[src/hdl/double_ended_queue_macros.svh]
// Assertion macros shared by the double-ended queue modules.
`ifndef DOUBLE_ENDED_QUEUE_MACROS_SVH
`define DOUBLE_ENDED_QUEUE_MACROS_SVH

`ifndef SYNTH
`define DQ_ASSERT_IMPL(label, clk, rst_n, ante, cons, msg) \
  label: assert property (@(posedge clk) disable iff (!rst_n) (ante) |-> (cons)) \
    else $error(msg);
`define DQ_ASSERT_NEXT(label, clk, rst_n, ante, cons, msg) \
  label: assert property (@(posedge clk) disable iff (!rst_n) (ante) |=> (cons)) \
    else $error(msg);
`else
`define DQ_ASSERT_IMPL(label, clk, rst_n, ante, cons, msg)
`define DQ_ASSERT_NEXT(label, clk, rst_n, ante, cons, msg)
`endif

`endif

[src/hdl/dq_pkg.sv]
// Types and codes shared by the double-ended queue modules.
package dq_pkg;

  typedef enum logic [2:0] {
    REQ_PUSH_FRONT = 3'd0,
    REQ_PUSH_BACK  = 3'd1,
    REQ_POP_FRONT  = 3'd2,
    REQ_POP_BACK   = 3'd3,
    REQ_COUNT      = 3'd4
  } req_e;

  typedef enum logic [1:0] {
    ST_POPPED = 2'd0,
    ST_EMPTY  = 2'd1,
    ST_COUNT  = 2'd2,
    ST_FULL   = 2'd3
  } status_e;

  typedef struct packed {
    logic    ins_head;
    logic    ins_tail;
    logic    rem_head;
    logic    rem_tail;
    logic    load_resp;
    logic    resp_from_ram;
    status_e resp_status;
  } cmd_t;

  typedef struct packed {
    logic empty;
    logic full;
  } sts_t;

endpackage

[src/hdl/dq_ctrl.sv]
// Controller: handshake, request decode and pop read sequencing.
`include "double_ended_queue_macros.svh"

module dq_ctrl (
  input  logic         clk_i,
  input  logic         rst_ni,
  input  logic         in_valid_i,
  output logic         in_stall_o,
  input  logic [2:0]   req_type_i,
  output logic         out_valid_o,
  input  logic         out_stall_i,
  input  dq_pkg::sts_t sts_i,
  output dq_pkg::cmd_t cmd_o
);

  import dq_pkg::*;

  typedef enum logic {
    S_IDLE,
    S_READ
  } state_e;

  state_e state_q, state_d;
  logic   out_valid_q, out_valid_d;
  logic   out_held;
  logic   accept;

  assign out_held   = out_valid_q && out_stall_i;
  assign in_stall_o = (state_q != S_IDLE) || out_held;
  assign accept     = in_valid_i && !in_stall_o;

  always_comb begin
    cmd_o       = '0;
    cmd_o.resp_status = ST_COUNT;
    state_d     = state_q;
    case (state_q)
      S_IDLE: begin
        if (accept) begin
          case (req_type_i)
            REQ_PUSH_FRONT, REQ_PUSH_BACK: begin
              if (sts_i.full) begin
                cmd_o.load_resp   = 1'b1;
                cmd_o.resp_status = ST_FULL;
              end else begin
                cmd_o.ins_head = (req_type_i == REQ_PUSH_FRONT);
                cmd_o.ins_tail = (req_type_i == REQ_PUSH_BACK);
              end
            end
            REQ_POP_FRONT, REQ_POP_BACK: begin
              if (sts_i.empty) begin
                cmd_o.load_resp   = 1'b1;
                cmd_o.resp_status = ST_EMPTY;
              end else begin
                cmd_o.rem_head = (req_type_i == REQ_POP_FRONT);
                cmd_o.rem_tail = (req_type_i == REQ_POP_BACK);
                state_d        = S_READ;
              end
            end
            REQ_COUNT: begin
              cmd_o.load_resp   = 1'b1;
              cmd_o.resp_status = ST_COUNT;
            end
            default: begin
            end
          endcase
        end
      end
      S_READ: begin
        cmd_o.load_resp     = 1'b1;
        cmd_o.resp_from_ram = 1'b1;
        cmd_o.resp_status   = ST_POPPED;
        state_d             = S_IDLE;
      end
      default: begin
        state_d = S_IDLE;
      end
    endcase
  end

  always_comb begin
    out_valid_d = out_valid_q;
    if (cmd_o.load_resp) begin
      out_valid_d = 1'b1;
    end else if (out_valid_q && !out_stall_i) begin
      out_valid_d = 1'b0;
    end
  end

  always_ff @(posedge clk_i or negedge rst_ni) begin
    if (!rst_ni) begin
      state_q     <= S_IDLE;
      out_valid_q <= 1'b0;
    end else begin
      state_q     <= state_d;
      out_valid_q <= out_valid_d;
    end
  end

  assign out_valid_o = out_valid_q;

  `DQ_ASSERT_IMPL(a_read_out_free, clk_i, rst_ni, state_q == S_READ, !out_valid_q,
    "Result register busy during a pop read")
  `DQ_ASSERT_NEXT(a_read_one_cycle, clk_i, rst_ni, state_q == S_READ, state_q == S_IDLE,
    "Pop read lasted more than one cycle")
  `DQ_ASSERT_IMPL(a_no_overwrite, clk_i, rst_ni, cmd_o.load_resp, !out_held,
    "Held result overwritten")

endmodule
[config.mk]
export PLATFORM = sky130hd
export DESIGN_NAME = dq_ctrl
export DESIGN_NICKNAME = d
export VERILOG_FILES = /design/src/hdl/dq_pkg.sv /design/src/hdl/dq_ctrl.sv
export VERILOG_INCLUDE_DIRS = /design/src /design/src/hdl
export SDC_FILE = /design/constraint.sdc
export NUM_CORES = 1
export LEC_CHECK = 0
export ABC_AREA = 1
export BUFFER_PORTS_ARGS = -buffer_cell sky130_fd_sc_hd__buf_2
export CORE_AREA = 2 2 39 41
export DETAILED_ROUTE_END_ITERATION = 8
export DIE_AREA = 0 0 41 43
export PLACE_DENSITY = 0.4
export SLEW_MARGIN = 5
export SYNTH_ARGS = -nofsm -noshare
export SYNTH_HDL_FRONTEND = slang
export SYNTH_SLANG_ARGS = --single-unit
[constraint.sdc]
create_clock -name clk_i -period 2 [get_ports clk_i]
set_clock_uncertainty 0.2 [all_clocks]
set_input_delay 0.2 -clock clk_i [delete_from_list [all_inputs] [get_ports clk_i]]
set_output_delay 0.2 -clock clk_i [all_outputs]
set_load 0.05 [all_outputs]
==> flow_metrics.tcl <==
set metrics [dict create \
    path_clk_slew_ns 0.03 \
    fill_cells 166 \
    clk_latency_ns 0.22 \
    cts-root-buf "clkbuf_4" \
    grt_max_degree 6 \
    start_util_pct 16.3 \
    cts_tree "yes" \
    post_cts_resized 0 \
    status "finished clean" \
    critPathArrivalTime_ns 1.30 \
    power_mw 0.232 \
    drv_slew 0 \
    crit_type "reg2out" \
    finalCriticalPeriod_ns 1.70 \
    crit-reg2reg-launch "state_q" \
    drt-pass1-iter-count 1 \
    timing.hold.ws_ns 0.0699 \
    ios 19 \
    area.growth.synth_to_final_pct 62.8 \
    num_vias 273 \
    rrSetupSlack_ns 0.91 \
    mostFrequentLayoutCells "buf_2 (18), nand2_1 (6), nor2_1 (5), inv_1 (5), nand2_2 (4)" \
    yosysTopAreaCellShare_pct 22.2 \
    cts_sinks 2 \
    grt_remaining_overflow 0 \
    io_buffers 18 \
    core_um2 1380 \
    die_area_um2 1760 \
    viasPerCell 3.79 \
    clockBufferDepth 2 \
    syn_area_um2 225 \
    dp_hpwl_um 486 \
    yosys_warnings 0 \
    wirelength_um 563 \
    max_freq_mhz 587 \
    final-seq-area_um2 50.0 \
    fin_crit_sh_pct 85.2 \
    vdd_drop_max_mv 0.151 \
    grt_first_pass_wirelength_um 869 \
    drtIter0Drc 0 \
    finalSetupViolations 0 \
    crit_path_end "cmd_o[4]" \
    antenna_cells 0 \
    drc 0 \
    synth.top_cells.by_area "dfrtp_1 (22%), nand2_2 (11%), nand2_1 (10%)" \
    die_w_um 41 \
    nets 67 \
    die_h_um 43 \
    cap_violations 0 \
    hp-class "in2reg" \
    hold_viol_final 0 \
    relSlewSlack_pct 83.4 \
    ant_nets 0 \
    synth-seq-cells 2 \
    netlist-cell-type-count 13 \
    required_ns 1.60 \
    wire_per_inst_um 7.82 \
    power.density_nw_per_um2 634 \
    p_leak_nw 0.228 \
    cp-end-kind "output pin" \
    synth-seq-area-share_pct 22.2 \
    gp_congestion 0.699 \
    grt_pass1_vias 249 \
    num_rows 14 \
    worst_pin_slew_ns 0.251 \
    crit_fanout 3 \
    synthCells 36 \
    antenna_found_initial 0 \
    multi_input_area_um2 148 \
    final_common_cell "buf_2" \
    yosysTopAreaCell "dfrtp_1" \
    crit_start "state_q" \
    reg2regPathDepth 5 \
    drive_gt1_share_pct 58.9 \
    cts_htree_levels 1 \
    cts_buffers 3 \
    critPathLaunchType "flop" \
    rr_endpoint "out_valid_o" \
    track_usage_pct 7.41 \
    grt_setup_unrepaired "no" \
    syn_avg_cell_area_um2 6.26 \
    synth_fp_nets 45 \
]
worst max-delay path, cell delays in order (launching register included):
cell	delay (ns)
dfrtp_1	0.39
inv_2	0.09
nand2_4	0.06
nor2_4	0.11
nand2_2	0.08
nor2_1	0.08
buf_2	0.26
cell usage after synthesis, drive strengths merged:
library cell and number:
nand2 11, buf 2, nor3 3, nor2 8, dfrtp 2, inv 7, nand3 3
what timing repair did:
action / 4_1_cts / 5_1_grt
setup buffers: 0 / 0
hold buffers: 1 / 0
endpoints found under the hold margin: 2 / 0
endpoints found under the setup margin: 0 / 0
worst min-delay path by stage:
stage | from | endpoint | cells after the start | slack (ns)
finish | sts_i[1] | state_q | 4 | 0.07
global route | sts_i[1] | state_q | 4 | 0.09
CTS | sts_i[1] | state_q | 4 | 0.07
detailed placement | rst_ni | out_valid_o | 1 | -0.21
global placement | rst_ni | out_valid_o | 1 | -0.21
floorplan | rst_ni | out_valid_o | 0 | -0.30
per-stage QoR:
step,instance area (µm²),utilization [%],setup slack (ns),TNS [ns],instances
2_1_floorplan,239,-,-0.111,-0.261,36
3_3_place_gp,334,24.1,0.516,0,68
3_5_place_dp,334,24.1,0.519,0,68
4_1_cts,367,26.5,0.274,0,72
5_1_grt,367,26.5,0.163,0,72
6_report,367,26.5,0.295,0,72
cell families after synthesis:
family,share of synthesized area [%]
and+or+nand+nor,59.4
buffers and inverters,18.3
DFF,22.2
state kept, by name, indices dropped and copies added, names as in the netlist:
name,flops
out_valid_o,1
state_q,1
report_power, final:
group	switching, mW	internal (mW)	leakage (nW)
registers	0.00228	0.0443	0.0264
clock network	0.0230	0.0662	0.0138
logic	0.0708	0.0258	0.187
layout make-up:
| cell class | count | area share [%] |
|---|---|---|
| multi-input cells | 25 | 40.3 |
| clock buffers | 3 | 6.14 |
| inverters | 7 | 7.17 |
| well taps | 16 | 5.46 |
| repair buffers | 19 | 27.3 |
| flip-flops and latches | 2 | 13.7 |
per-layer routing:
layer / vias up / track usage, % / part of all wire [%] / wire length, µm
li1: 147 / - / - / -
met1: 113 / 8.63 / 39 / 222
met2: 13 / 10.9 / 48 / 272
met3: 0 / 1.57 / 12 / 67
met4: 0 / 6.00 / 0 / 0
met5: - / 0 / 0 / 0
No activity file was read; power rests on OpenSTA's default activity.
